### src/gwp_pkg.sv
// ============================================================================
// gwp_pkg: shared types and constants for the G-code word parser
// Item structs for both channels, character codes and result kinds.
// ============================================================================
`default_nettype none

package gwp_pkg;

   typedef struct packed {
      logic [7:0] ch;
      logic       end_of_input;
   } req_item_type;

   typedef struct packed {
      logic [2:0]         kind;
      logic signed [31:0] pos_x;
      logic signed [31:0] pos_y;
      logic signed [31:0] pos_z;
      logic signed [31:0] feed;
      logic signed [31:0] radius;
   } rsp_item_type;

   // Character codes
   localparam logic [7:0] ASCII_0     = 8'd48;
   localparam logic [7:0] ASCII_9     = 8'd57;
   localparam logic [7:0] ASCII_MINUS = 8'h2D;
   localparam logic [7:0] ASCII_DOT   = 8'h2E;
   localparam logic [7:0] ASCII_SPACE = 8'h20;
   localparam logic [7:0] ASCII_NL    = 8'h0A;
   localparam logic [7:0] ASCII_G     = 8'h47;
   localparam logic [7:0] ASCII_M     = 8'h4D;
   localparam logic [7:0] ASCII_X     = 8'h58;
   localparam logic [7:0] ASCII_Y     = 8'h59;
   localparam logic [7:0] ASCII_Z     = 8'h5A;
   localparam logic [7:0] ASCII_F     = 8'h46;
   localparam logic [7:0] ASCII_R     = 8'h52;

   // Result kinds
   localparam logic [2:0] KIND_G1_MOVE   = 3'd0;
   localparam logic [2:0] KIND_G2_ARC    = 3'd1;
   localparam logic [2:0] KIND_M1        = 3'd2;
   localparam logic [2:0] KIND_M2        = 3'd3;
   localparam logic [2:0] KIND_BAD_START = 3'd4;
   localparam logic [2:0] KIND_MISSING   = 3'd5;

   // A digit weighted by a power of ten; the largest value, 9e6, fits in 24 bits.
   localparam int WEIGHT_WIDTH = 24;

   function automatic logic [WEIGHT_WIDTH-1:0] digit_weight(input logic [3:0] digit,
                                                            input logic [2:0] expo);
      logic [WEIGHT_WIDTH-1:0] pw;
      case (expo)
         3'd0:    pw = 24'd1;
         3'd1:    pw = 24'd10;
         3'd2:    pw = 24'd100;
         3'd3:    pw = 24'd1000;
         3'd4:    pw = 24'd10000;
         3'd5:    pw = 24'd100000;
         3'd6:    pw = 24'd1000000;
         default: pw = 24'd0;
      endcase
      return WEIGHT_WIDTH'(pw * {20'd0, digit});
   endfunction

endpackage

`default_nettype wire

### src/gwp_in_stage.sv
// ============================================================================
// gwp_in_stage: input register
// Holds one accepted character item until the parser core consumes it.
// ============================================================================
`default_nettype none

module gwp_in_stage (
   input  wire logic                  clock,
   input  wire logic                  reset,
   input  wire logic                  req_valid,
   output logic                       req_stall,
   input  wire gwp_pkg::req_item_type req_item,
   input  wire logic                  take,
   output logic                       full,
   output gwp_pkg::req_item_type      item
);

   logic                  full_ff;
   logic                  full_in;
   gwp_pkg::req_item_type item_ff;
   logic                  accept;

   // A held item blocks the channel only when the core cannot take it this cycle.
   assign req_stall = full_ff && !take;
   assign accept    = req_valid && !req_stall;

   always_comb begin
      if (accept) begin
         full_in = 1'b1;
      end else if (take) begin
         full_in = 1'b0;
      end else begin
         full_in = full_ff;
      end
   end

   always_ff @(posedge clock) begin
      if (reset) begin
         full_ff <= 1'b0;
      end else begin
         full_ff <= full_in;
      end
   end

   always_ff @(posedge clock) begin
      if (accept) begin
         item_ff <= req_item;
      end
   end

   assign full = full_ff;
   assign item = item_ff;

endmodule

`default_nettype wire

### src/gwp_line_core.sv
// ============================================================================
// gwp_line_core: line parser state and per-character update
// Tracks the line phase, command, current word and modal values, and forms
// the result item when a line closes.
// ============================================================================
`default_nettype none

module gwp_line_core #(
   parameter int FRAC_DIGITS = 3,
   parameter int VALUE_WIDTH = 32
) (
   input  wire logic                  clock,
   input  wire logic                  reset,
   input  wire logic                  step,
   input  wire gwp_pkg::req_item_type item,
   output logic                       emit,
   output gwp_pkg::rsp_item_type      result
);

   localparam logic [2:0] PH_START = 3'd0;
   localparam logic [2:0] PH_CMD   = 3'd1;
   localparam logic [2:0] PH_GAP   = 3'd2;
   localparam logic [2:0] PH_INT   = 3'd3;
   localparam logic [2:0] PH_FRAC  = 3'd4;
   localparam logic [2:0] PH_SKIP  = 3'd5;

   localparam logic [2:0] WL_NONE = 3'd0;
   localparam logic [2:0] WL_X    = 3'd1;
   localparam logic [2:0] WL_Y    = 3'd2;
   localparam logic [2:0] WL_Z    = 3'd3;
   localparam logic [2:0] WL_F    = 3'd4;
   localparam logic [2:0] WL_R    = 3'd5;

   localparam int SW = (VALUE_WIDTH + 5 > 25) ? VALUE_WIDTH + 5 : 25;
   localparam logic [VALUE_WIDTH-1:0] VCAP = {1'b1, {(VALUE_WIDTH-1){1'b0}}};

   function automatic logic signed [31:0] to_field(input logic [VALUE_WIDTH-1:0] v);
      logic signed [VALUE_WIDTH-1:0] s;
      logic signed [63:0]            w;
      s = v;
      w = 64'(s);
      return w[31:0];
   endfunction

   logic [2:0]             phase_ff, phase_in;
   logic                   is_m_ff, is_m_in;
   logic [6:0]             cmd_ff, cmd_in;
   logic [2:0]             letter_ff, letter_in;
   logic [VALUE_WIDTH-1:0] mag_ff, mag_in;
   logic [2:0]             fc_ff, fc_in;
   logic                   neg_ff, neg_in;
   logic                   err_ff, err_in;
   logic [VALUE_WIDTH-1:0] x_ff, x_in, y_ff, y_in, z_ff, z_in;
   logic [VALUE_WIDTH-1:0] feed_ff, feed_in, radius_ff, radius_in;
   logic                   feed_seen_ff, feed_seen_in;
   logic                   radius_seen_ff, radius_seen_in;

   logic [7:0]             c;
   logic                   eoi, is_nl, is_digit;
   logic [7:0]             dsub;
   logic [3:0]             dv;
   logic [2:0]             frac_exp;
   logic [SW-1:0]          int_sum, frac_sum;
   logic [VALUE_WIDTH-1:0] int_mag, frac_mag;
   logic [10:0]            cmd_sum;
   logic [VALUE_WIDTH-1:0] cval;
   logic                   closing, commit;
   logic [VALUE_WIDTH-1:0] x_cl, y_cl, z_cl, feed_cl, radius_cl;
   logic                   fs_cl, rs_cl;
   logic [2:0]             kind;
   logic                   kind_ok;

   assign c        = item.ch;
   assign eoi      = item.end_of_input;
   assign is_nl    = (c == gwp_pkg::ASCII_NL);
   assign is_digit = (c >= gwp_pkg::ASCII_0) && (c <= gwp_pkg::ASCII_9);
   assign dsub     = c - gwp_pkg::ASCII_0;
   assign dv       = dsub[3:0];

   // The magnitude is kept already scaled to the full fraction, saturated at VCAP.
   // An integer digit scales it by ten; a fraction digit adds at its own place.
   assign frac_exp = 3'(FRAC_DIGITS - 1 - int'(fc_ff));
   assign int_sum  = (SW'(mag_ff) << 3) + (SW'(mag_ff) << 1)
                   + SW'(gwp_pkg::digit_weight(dv, 3'(FRAC_DIGITS)));
   assign frac_sum = SW'(mag_ff) + SW'(gwp_pkg::digit_weight(dv, frac_exp));
   assign int_mag  = (int_sum > SW'(VCAP)) ? VCAP : int_sum[VALUE_WIDTH-1:0];
   assign frac_mag = (frac_sum > SW'(VCAP)) ? VCAP : frac_sum[VALUE_WIDTH-1:0];

   assign cmd_sum = (11'(cmd_ff) << 3) + (11'(cmd_ff) << 1) + 11'(dv);

   always_comb begin
      if (neg_ff) begin
         cval = ~mag_ff + VALUE_WIDTH'(1);
      end else if (mag_ff == VCAP) begin
         cval = VCAP - VALUE_WIDTH'(1);
      end else begin
         cval = mag_ff;
      end
   end

   assign closing = (phase_ff != PH_START) && (eoi || is_nl);
   assign commit  = closing && ((phase_ff == PH_INT) || (phase_ff == PH_FRAC));

   // Values as they stand once the open word, if any, has been stored.
   assign x_cl      = (commit && letter_ff == WL_X) ? cval : x_ff;
   assign y_cl      = (commit && letter_ff == WL_Y) ? cval : y_ff;
   assign z_cl      = (commit && letter_ff == WL_Z) ? cval : z_ff;
   assign feed_cl   = (commit && letter_ff == WL_F) ? cval : feed_ff;
   assign radius_cl = (commit && letter_ff == WL_R) ? cval : radius_ff;
   assign fs_cl     = feed_seen_ff || (commit && letter_ff == WL_F);
   assign rs_cl     = radius_seen_ff || (commit && letter_ff == WL_R);

   always_comb begin
      kind    = gwp_pkg::KIND_BAD_START;
      kind_ok = 1'b0;
      if (err_ff) begin
         kind    = gwp_pkg::KIND_BAD_START;
         kind_ok = 1'b1;
      end else if (!is_m_ff) begin
         if (cmd_ff == 7'd1) begin
            kind    = fs_cl ? gwp_pkg::KIND_G1_MOVE : gwp_pkg::KIND_MISSING;
            kind_ok = 1'b1;
         end else if (cmd_ff == 7'd2) begin
            kind    = (fs_cl && rs_cl) ? gwp_pkg::KIND_G2_ARC : gwp_pkg::KIND_MISSING;
            kind_ok = 1'b1;
         end
      end else begin
         if (cmd_ff == 7'd1) begin
            kind    = gwp_pkg::KIND_M1;
            kind_ok = 1'b1;
         end else if (cmd_ff == 7'd2) begin
            kind    = gwp_pkg::KIND_M2;
            kind_ok = 1'b1;
         end
      end
   end

   assign emit          = closing && kind_ok;
   assign result.kind   = kind;
   assign result.pos_x  = to_field(x_cl);
   assign result.pos_y  = to_field(y_cl);
   assign result.pos_z  = to_field(z_cl);
   assign result.feed   = fs_cl ? to_field(feed_cl) : 32'sd0;
   assign result.radius = rs_cl ? to_field(radius_cl) : 32'sd0;

   always_comb begin
      phase_in       = phase_ff;
      is_m_in        = is_m_ff;
      cmd_in         = cmd_ff;
      letter_in      = letter_ff;
      mag_in         = mag_ff;
      fc_in          = fc_ff;
      neg_in         = neg_ff;
      err_in         = err_ff;
      x_in           = x_ff;
      y_in           = y_ff;
      z_in           = z_ff;
      feed_in        = feed_ff;
      radius_in      = radius_ff;
      feed_seen_in   = feed_seen_ff;
      radius_seen_in = radius_seen_ff;
      if (step) begin
         if (phase_ff == PH_START) begin
            if (!eoi && !is_nl) begin
               if ((c == gwp_pkg::ASCII_G) || (c == gwp_pkg::ASCII_M)) begin
                  is_m_in  = (c == gwp_pkg::ASCII_M);
                  cmd_in   = 7'd0;
                  phase_in = PH_CMD;
               end else begin
                  err_in   = 1'b1;
                  phase_in = PH_SKIP;
               end
            end
         end else if (closing) begin
            x_in           = x_cl;
            y_in           = y_cl;
            z_in           = z_cl;
            feed_in        = feed_cl;
            radius_in      = radius_cl;
            phase_in       = PH_START;
            feed_seen_in   = 1'b0;
            radius_seen_in = 1'b0;
            err_in         = 1'b0;
            letter_in      = WL_NONE;
         end else begin
            unique case (phase_ff) inside
               PH_CMD: begin
                  if (is_digit) begin
                     cmd_in = (cmd_sum > 11'd127) ? 7'd127 : cmd_sum[6:0];
                  end else if (c == gwp_pkg::ASCII_SPACE) begin
                     phase_in = PH_GAP;
                  end
               end
               PH_GAP: begin
                  if (c != gwp_pkg::ASCII_SPACE) begin
                     unique case (c)
                        gwp_pkg::ASCII_X: letter_in = WL_X;
                        gwp_pkg::ASCII_Y: letter_in = WL_Y;
                        gwp_pkg::ASCII_Z: letter_in = WL_Z;
                        gwp_pkg::ASCII_F: letter_in = WL_F;
                        gwp_pkg::ASCII_R: letter_in = WL_R;
                        default:          letter_in = WL_NONE;
                     endcase
                     mag_in   = '0;
                     fc_in    = 3'd0;
                     neg_in   = 1'b0;
                     phase_in = PH_INT;
                  end
               end
               PH_INT, PH_FRAC: begin
                  if (is_digit) begin
                     if (phase_ff == PH_INT) begin
                        mag_in = int_mag;
                     end else if (int'(fc_ff) < FRAC_DIGITS) begin
                        mag_in = frac_mag;
                        fc_in  = fc_ff + 3'd1;
                     end
                  end else if (c == gwp_pkg::ASCII_MINUS) begin
                     neg_in = 1'b1;
                  end else if (c == gwp_pkg::ASCII_DOT) begin
                     phase_in = PH_FRAC;
                  end else if (c == gwp_pkg::ASCII_SPACE) begin
                     unique case (letter_ff)
                        WL_X:    x_in = cval;
                        WL_Y:    y_in = cval;
                        WL_Z:    z_in = cval;
                        WL_F: begin
                           feed_in      = cval;
                           feed_seen_in = 1'b1;
                        end
                        WL_R: begin
                           radius_in      = cval;
                           radius_seen_in = 1'b1;
                        end
                        default: ;
                     endcase
                     phase_in = PH_GAP;
                  end
               end
               default: ;
            endcase
         end
      end
   end

   always_ff @(posedge clock) begin
      if (reset) begin
         phase_ff       <= PH_START;
         is_m_ff        <= 1'b0;
         cmd_ff         <= 7'd0;
         letter_ff      <= WL_NONE;
         mag_ff         <= '0;
         fc_ff          <= 3'd0;
         neg_ff         <= 1'b0;
         err_ff         <= 1'b0;
         x_ff           <= '0;
         y_ff           <= '0;
         z_ff           <= '0;
         feed_ff        <= '0;
         radius_ff      <= '0;
         feed_seen_ff   <= 1'b0;
         radius_seen_ff <= 1'b0;
      end else begin
         phase_ff       <= phase_in;
         is_m_ff        <= is_m_in;
         cmd_ff         <= cmd_in;
         letter_ff      <= letter_in;
         mag_ff         <= mag_in;
         fc_ff          <= fc_in;
         neg_ff         <= neg_in;
         err_ff         <= err_in;
         x_ff           <= x_in;
         y_ff           <= y_in;
         z_ff           <= z_in;
         feed_ff        <= feed_in;
         radius_ff      <= radius_in;
         feed_seen_ff   <= feed_seen_in;
         radius_seen_ff <= radius_seen_in;
      end
   end

endmodule

`default_nettype wire

### src/gcode_word_parser.sv
// ============================================================================
// gcode_word_parser: G-code line parser, one character item per cycle while no result is stalled
// The result of a line is registered in the output register once the core steps the closing item.
// Throughput: one character item per cycle while no result is held back by rsp_stall.
// A result waiting on rsp_stall holds the parser, so the input register fills and
// req_stall stays high until that result is taken.
// Reset: synchronous; parser returns to line start, coordinates, feed and radius clear.
// ============================================================================
`default_nettype none

module gcode_word_parser #(
   parameter int FRAC_DIGITS = 3,
   parameter int VALUE_WIDTH = 32
) (
   input  wire logic                  clock,
   input  wire logic                  reset,
   input  wire logic                  req_valid,
   output logic                       req_stall,
   input  wire gwp_pkg::req_item_type req_item,
   output logic                       rsp_valid,
   input  wire logic                  rsp_stall,
   output gwp_pkg::rsp_item_type      rsp_item
);

   logic                  in_full;
   gwp_pkg::req_item_type in_item;
   logic                  out_free;
   logic                  step;
   logic                  emit;
   gwp_pkg::rsp_item_type result;
   logic                  rsp_valid_ff, rsp_valid_in;
   gwp_pkg::rsp_item_type rsp_item_ff;

   assign out_free = !rsp_valid_ff || !rsp_stall;
   assign step     = in_full && out_free;

   gwp_in_stage u_in_stage (
      .clock     (clock),
      .reset     (reset),
      .req_valid (req_valid),
      .req_stall (req_stall),
      .req_item  (req_item),
      .take      (out_free),
      .full      (in_full),
      .item      (in_item)
   );

   gwp_line_core #(
      .FRAC_DIGITS (FRAC_DIGITS),
      .VALUE_WIDTH (VALUE_WIDTH)
   ) u_line_core (
      .clock  (clock),
      .reset  (reset),
      .step   (step),
      .item   (in_item),
      .emit   (emit),
      .result (result)
   );

   always_comb begin
      if (out_free) begin
         rsp_valid_in = step && emit;
      end else begin
         rsp_valid_in = rsp_valid_ff;
      end
   end

   always_ff @(posedge clock) begin
      if (reset) begin
         rsp_valid_ff <= 1'b0;
      end else begin
         rsp_valid_ff <= rsp_valid_in;
      end
   end

   always_ff @(posedge clock) begin
      if (step && emit) begin
         rsp_item_ff <= result;
      end
   end

   assign rsp_valid = rsp_valid_ff;
   assign rsp_item  = rsp_item_ff;

endmodule

`default_nettype wire
### config.mk
export PLATFORM = sky130hd
export DESIGN_NAME = gcode_word_parser
export DESIGN_NICKNAME = d
export VERILOG_FILES = /design/src/gwp_pkg.sv /design/src/gwp_in_stage.sv /design/src/gwp_line_core.sv /design/src/gcode_word_parser.sv
export SDC_FILE = /design/constraint.sdc
export NUM_CORES = 1
export LEC_CHECK = 0
export ABC_AREA = 1
export BUFFER_PORTS_ARGS = -buffer_cell sky130_fd_sc_hd__buf_2
export CORE_UTILIZATION = 40
export CTS_CLUSTER_DIAMETER = 50
export DETAILED_ROUTE_END_ITERATION = 6
export PLACE_DENSITY = 0.59
export SLEW_MARGIN = 20
export SYNTH_ARGS = -nofsm -noshare
export SYNTH_HDL_FRONTEND = slang
export SYNTH_HIERARCHICAL = 1
export SYNTH_SLANG_ARGS = --single-unit
### constraint.sdc
create_clock -name clock -period 21.6 [get_ports clock]
set_clock_uncertainty 0.2 [all_clocks]
set_input_delay 2.16 -clock clock [delete_from_list [all_inputs] [get_ports clock]]
set_output_delay 2.16 -clock clock [all_outputs]
set_load 0.05 [all_outputs]
Word-level counts from Yosys, hierarchy flattened
Index checks and enable logic that the tools add are counted.
{ "word_totals": {"register_bits": 387, "in_bits": 13, "output_inout_bits": 165, "wordCells": 263} }
{ "classes": {"n_addsub": 9, "n_mul": 2, "magnitude_cmp": 6, "eq_ne": 48, "mux": 111, "bitwise": 3, "n_reduce_logical": 59} }
{ "op_table": {"columns": ["operator", "count"], "rows": [
  ["$mux 32", 48],
  ["$pmux 20 s7", 1],
  ["$gt 37x32->1 const B", 2],
  ["$mux 3", 24],
  ["$pmux 32 s2", 1],
  ["$eq 8x7->1 const B", 7],
  ["$mux 7", 7],
  ["$reduce_and 8->1", 6],
  ["$add 37x24->37", 1],
  ["$add 35x33->36", 1],
  ["$add 32x24->33", 1],
  ["$add 32x1->32 const B", 1],
  ["$eq 32x32->1 const B", 1],
  ["$not 32->32", 1],
  ["$reduce_bool 2->1", 14],
  ["$mux 1", 26],
  ["$eq 8x6->1 const B", 3],
  ["$mul 20x4->24", 1],
  ["$reduce_and 7->1", 3],
  ["$eq 3x2->1 const B", 6],
  ["$eq 3x3->1 const B", 6],
  ["$ne 2x2->1 const B", 8],
  ["$logic_and 1x1->1", 15],
  ["$pmux 3 s5", 1],
  ["other kinds (31)", 53]
]} }

Depth between registers and ports, before layout
{ "logic_depth": {"ltp_word": 11, "ltp_mapped": 46, "ltp_nobuf": 45} }

By module
Netlist, hierarchy kept.
{ "by_module_without_submodules": {"columns": ["mod", "instances", "cells_each", "area_each_um2", "seq_area_each_um2"], "rows": [
  ["gwp_line_core", 1, 3607, 21760.9, 4264.1],
  ["gcode_word_parser", 1, 174, 4959.8, 4914.7],
  ["gwp_in_stage", 1, 16, 316.6, 290.3]
]} }

Worst setup path after synthesis
No wires, ideal clock.
{ "synth_path": {"kind": "in2reg", "from": "input rsp_stall", "to": "register rsp_item_ff (netlist bit rsp_item[0]) (enable)", "setup_ps": 655, "arrival_ps": 8470, "required_time_ps": 20745, "path_slack_ps": 12275, "stages": 3, "n_path_buf": 0, "path_cell_list": "nand2_1 inv_1 nor3_2"} }
{ "synth_between": {"elab_chain_cells": 4} }
{ "synth_lines": {"columns": ["element", "line", "source"], "rows": [
  ["from (decl)", "gcode_word_parser.sv:21", "input wire logic rsp_stall,"],
  ["$logic_not 1->1", "gcode_word_parser.sv:34", "assign out_free = !rsp_valid_ff || !rsp_stall;"],
  ["$logic_or 1x1->1", "gcode_word_parser.sv:34", null],
  ["$logic_and 1x1->1", "gcode_word_parser.sv:35", "assign step = in_full && out_free;"],
  ["$logic_and 1x1->1", "gcode_word_parser.sv:77", "if (step && emit) begin"],
  ["to (signal assigned)", "gcode_word_parser.sv:78", "rsp_item_ff <= result;"],
  ["to (decl)", "gcode_word_parser.sv:32", "gwp_pkg::rsp_item_type rsp_item_ff;"]
]} }
Every way passes these cells.
A chain may end at the register's enable or synchronous reset.

Final worst setup path
{ "layout_path": {"from": "register u_line_core.fc_ff[1]", "to": "register u_line_core.mag_ff[16]"} }
{ "layout_between": {"elab_chain_cells": 11, "word_cells_on_any_way": 20, "cone_classes": "2 x add/sub; 1 x mul; 2 x order compare; 7 x eq/ne; 6 x mux; 2 x reduce/logical"} }
{ "layout_lines": {"columns": ["element", "line", "source"], "rows": [
  ["from (decl)", "gwp_line_core.sv:50", "logic [2:0] fc_ff, fc_in;"],
  ["from (signal assigned)", "gwp_line_core.sv:269", "fc_ff <= fc_in;"],
  ["$sub 2x3->3", "gwp_line_core.sv:82", "assign frac_exp = 3'(FRAC_DIGITS - 1 - int'(fc_ff));"],
  ["$eq 3x3->1 (tied with other cells)", "gwp_pkg.sv:52", "case (expo)"],
  ["$pmux 20 s7", "gwp_pkg.sv:52", null],
  ["$mul 20x4->24", "gwp_pkg.sv:62", "return WEIGHT_WIDTH'(pw * {20'd0, digit});"],
  ["$add 32x24->33", "gwp_line_core.sv:85", "assign frac_sum = SW'(mag_ff) + SW'(gwp_pkg::digit_weight(dv, frac_exp));"],
  ["$gt 37x32->1", "gwp_line_core.sv:87", "assign frac_mag = (frac_sum > SW'(VCAP)) ? VCAP : frac_sum[VALUE_WIDTH-1:0];"],
  ["$mux 32", "gwp_line_core.sv:87", null],
  ["$mux 32", "gwp_line_core.sv:214", "end else if (int'(fc_ff) < FRAC_DIGITS) begin"],
  ["$mux 32", "gwp_line_core.sv:212", "if (phase_ff == PH_INT) begin"],
  ["$mux 32", "gwp_line_core.sv:211", "if (is_digit) begin"],
  ["$pmux 32 s2", "gwp_line_core.sv:186", "unique case (phase_ff) inside"],
  ["to (signal assigned)", "gwp_line_core.sv:268", "mag_ff <= mag_in;"],
  ["to (decl)", "gwp_line_core.sv:49", "logic [VALUE_WIDTH-1:0] mag_ff, mag_in;"]
]} }
Several ways; a longest one is shown, not always the timed one. The select of a mux whose other input is x is not followed.

==> run summary <==
largest area contributor in the synthesized netlist: edfxtp_1
initial core utilization: 40.8%
layout overhead on the synthesized area: 10.8%
cells after synthesis: 3797
number of routed nets with antenna violations: 0
number of clock buffers inserted by TritonCTS: 47
met3 track demand over resource: 2.58%
share of layout cells above drive strength 1: 10.3%
cell with the largest stage delay on the worst path: fa_1
met1 Usage GRT: 33.4%
path class of the lowest-slack min-delay path: flip-flop to flip-flop
floorplan die area: 68600 sq um
R2R cell count: 41
number of synthesized flops with an enable pin: 172
most frequently used flop master after synthesis: dfxtp_1
Post-route DRC: 0
Filler Cells Inserted: 6914
proportion of register bits with asynchronous set or reset after synthesis: 0%
kind of end point of the critical path: flip-flop
cell area after synthesis: 27000 sq um
hold buffer count at CTS: 0
WP data required: 21.91 ns
buffer levels on the longest clock path: 3
cell depth of the worst hold path: 2
startpoint of the worst register-to-register path: u_line_core/fc_ff[1]
IR Drop Worst-Case VDD: 0.0498 mV
Most Crowded Layer GR: met2
latest clock arrival within the worst-skew pair: 0.61 ns
final-layout setup total negative slack: 0 ns
static leakage: 13.9 nW
commonest cells in the netlist: nand2_1, inv_1, nor2_1
antenna diode count: 0
Synthesized Nets: 4006
std cell rows: 94
Starting DRT DRC Count: 2239
outcome: finished clean
slack of the worst reg-to-reg path: 13.62 ns
biggest fanout along the worst timing path: 30
reg-to-reg critical path endpoint: u_line_core/mag_ff[16]
Yosys top cell area share: 19.1%
maximum number of pins on one net before global-route repair: 164
area used by multi-input combinational logic: 14900 sq um
Crit path top cell by count: nand2_1
Final Total Pwr: 1.73 mW
power density normalized to cell area: 57.6 nW/um^2
die boundary height: 262 um
drt wl/cell: 18.0 um
slew at the pin closest to its max-slew limit: 1.07 ns
yosys synthesis warning count: 6
sum of overflow across all layers after global routing: 0
area used by sequential logic in the layout: 9470 sq um
# setup viols final: 0
number of nets in the layout: 4093
final worst path period share: 37.0%
top achievable clock speed: 0.125 GHz
count of maximum capacitance violations: 0
clock slew seen by the registers of the worst setup and hold paths: 0.06 ns
number of endpoints with negative hold slack in the final report: 0
peak per-stage delay on the critical path: 0.52 ns
number of instances resized during post-cts repair: 0
most repeated cell in the gate-level netlist after synthesis: nand2_1
buffers inserted by post-CTS timing repair: 0
horizontal extent of the die: 262 um
total global routing track utilization: 24.7%
WS Path Type: flip-flop to flip-flop
Final Max Slew Viols: 0
Total Wirelength: 86.1 mm
number of vias after detailed routing: 25200
clock tree from TritonCTS: done
Seq cells post-synth: 387
area of the core: 66300 sq um
Slew HR: 28.9%
Cell variety after synth: 59
root buffer selected by CTS: clkbuf_16
share of the yosys chip area belonging to registers: 35.0%
total I/O pin count: 178
cell types occupying the most area after synthesis: edfxtp_1, dfxtp_1, nand2_1, inv_1, ha_1
initial antenna violation count: 1
WP data arrival: 8.29 ns
min-delay src: u_line_core/radius_seen_ff
crit path time final: 7.98 ns
Avg Inst Size Synth: 7.12 sq um
DPL Wire Length: 63.5 mm
via count of the first global-routing pass: 23300
routed vias/inst: 5.26
global placement routability congestion: 0.970
wire length of the first global-routing pass: 133 mm
sink of the worst hold path: u_line_core/radius_seen_ff
sort of element at the start of the critical path: flip-flop
Port Buffers: 177
RSZ-0062 raised after global routing: no
CTS sink cnt: 387
DR pass1 iterations: 6
count of H-tree levels built during CTS: 2
met2 GRT Util: 41.6%
==> per-stage QoR <==
| stage | worst slack (ns) | hold WS, ns | std cells | instance area [sq um] | util, % |
|---|---|---|---|---|---|
| 4_1_cts | 13.66 | 0.266 | 4787 | 30000 | 45.2 |
| 6_report | 13.62 | 0.267 | 4787 | 30000 | 45.2 |
| 3_5_place_dp | 13.72 | 0.255 | 4699 | 28400 | 42.8 |
| 3_3_place_gp | 13.89 | 0.252 | 4699 | 28400 | 42.8 |
| 2_1_floorplan | 12.27 | 0.238 | 3797 | 27000 | - |
| 5_1_grt | 12.53 | 0.305 | 4787 | 30000 | 45.2 |
==> sequential cells by signal, indices dropped and copies added, names as in the netlist <==
name / flops
rsp_item: 163
rsp_valid: 1
u_in_stage/full: 1
u_in_stage/item: 9
u_line_core/cmd_ff: 7
u_line_core/err_ff: 1
u_line_core/fc_ff: 3
u_line_core/feed_ff: 32
u_line_core/feed_seen_ff: 1
u_line_core/is_m_ff: 1
u_line_core/letter_ff: 3
u_line_core/mag_ff: 32
u_line_core/neg_ff: 1
u_line_core/phase_ff: 3
u_line_core/radius_ff: 32
u_line_core/radius_seen_ff: 1
u_line_core/x_ff: 32
u_line_core/y_ff: 32
u_line_core/z_ff: 32
==> power breakdown <==
part | switching (mW) | internal [mW]
sequential | 0.00482 | 0.764
combinational | 0.110 | 0.0461
clock | 0.335 | 0.467
==> cells by family after synthesis <==
kind of cell | after synthesis | share of synthesized area (%)
AO/OA/AOI/OAI | 657 | 14.3
XOR/XNOR | 61 | 1.98
adder cells (fa/ha/maj) | 196 | 10.5
buffers and inverters | 675 | 10.0
flip-flops | 387 | 35.0
multiplexers | 7 | 0.259
AND/OR/NAND/NOR | 1814 | 28.0
==> layer usage <==
metal	wire length, um	up-vias
met5	13	-
met3	4850	125
met2	41000	799
met1	38000	11700
li1	-	12500
met4	2230	2
==> layout by cell type (no fill, tap or decap), types with 12 or more instances in the layout <==
cell type | netlist | final
fa_1 | 51 | 51
xnor2_1 | 14 | 14
dfxtp_1 | 215 | 215
ha_1 | 145 | 145
o21a_1 | 33 | 33
o21ai_0 | 194 | 194
nand4_1 | 23 | 23
nor3_1 | 30 | 30
edfxtp_1 | 172 | 172
inv_2 | 25 | 24
nand3_1 | 174 | 174
nand2_1 | 1145 | 1145
a31oi_1 | 119 | 119
a21oi_1 | 199 | 199
or2_1 | 12 | 12
nor2_1 | 318 | 317
clkbuf_16 | 0 | 47
inv_1 | 496 | 496
or2_2 | 52 | 52
xor2_1 | 47 | 47
o21ai_1 | 12 | 12
nor4_1 | 12 | 12
buf_4 | 11 | 12
a221oi_1 | 20 | 20
nand3b_1 | 12 | 12
buf_2 | 59 | 177
o21ai_2 | 37 | 37
==> how the worst max path moves through the flow <==
stage                     slack [ns]                endpoint            startpoint  cells after the start
after floorplan                12.27             rsp_item[0]             rsp_stall                      3
after global placement         13.89   u_line_core/mag_ff[1]  u_line_core/fc_ff[1]                     43
after detailed placement       13.72  u_line_core/mag_ff[15]  u_line_core/fc_ff[1]                     41
after CTS                      13.66  u_line_core/mag_ff[15]  u_line_core/fc_ff[1]                     41
after global routing           12.53  u_line_core/mag_ff[16]  u_line_core/fc_ff[1]                     41
final                          13.62  u_line_core/mag_ff[16]  u_line_core/fc_ff[1]                     41
==> final cells by class <==
class,count,area share (%)
Timing Repair Buffer,190,3.32
Tap cell,864,3.61
Sequential cell,387,31.6
Clock buffer,54,4.01
Inverter,523,6.57
Multi-Input combinational cell,2735,49.7
Clock inverter,34,1.23
==> critical path: cells and delay by family (launching register included) <==
kind                       cells  cell delay, ns
and+or+nand+nor               20            2.67
adders and majority gates      6            2.30
AOI/OAI and AO/OA              7            1.68
buffers and inverters          7            0.47
DFF                            1            0.41
xor gates and xnor gates       1            0.16
No activity file was read; power rests on OpenSTA's default activity.
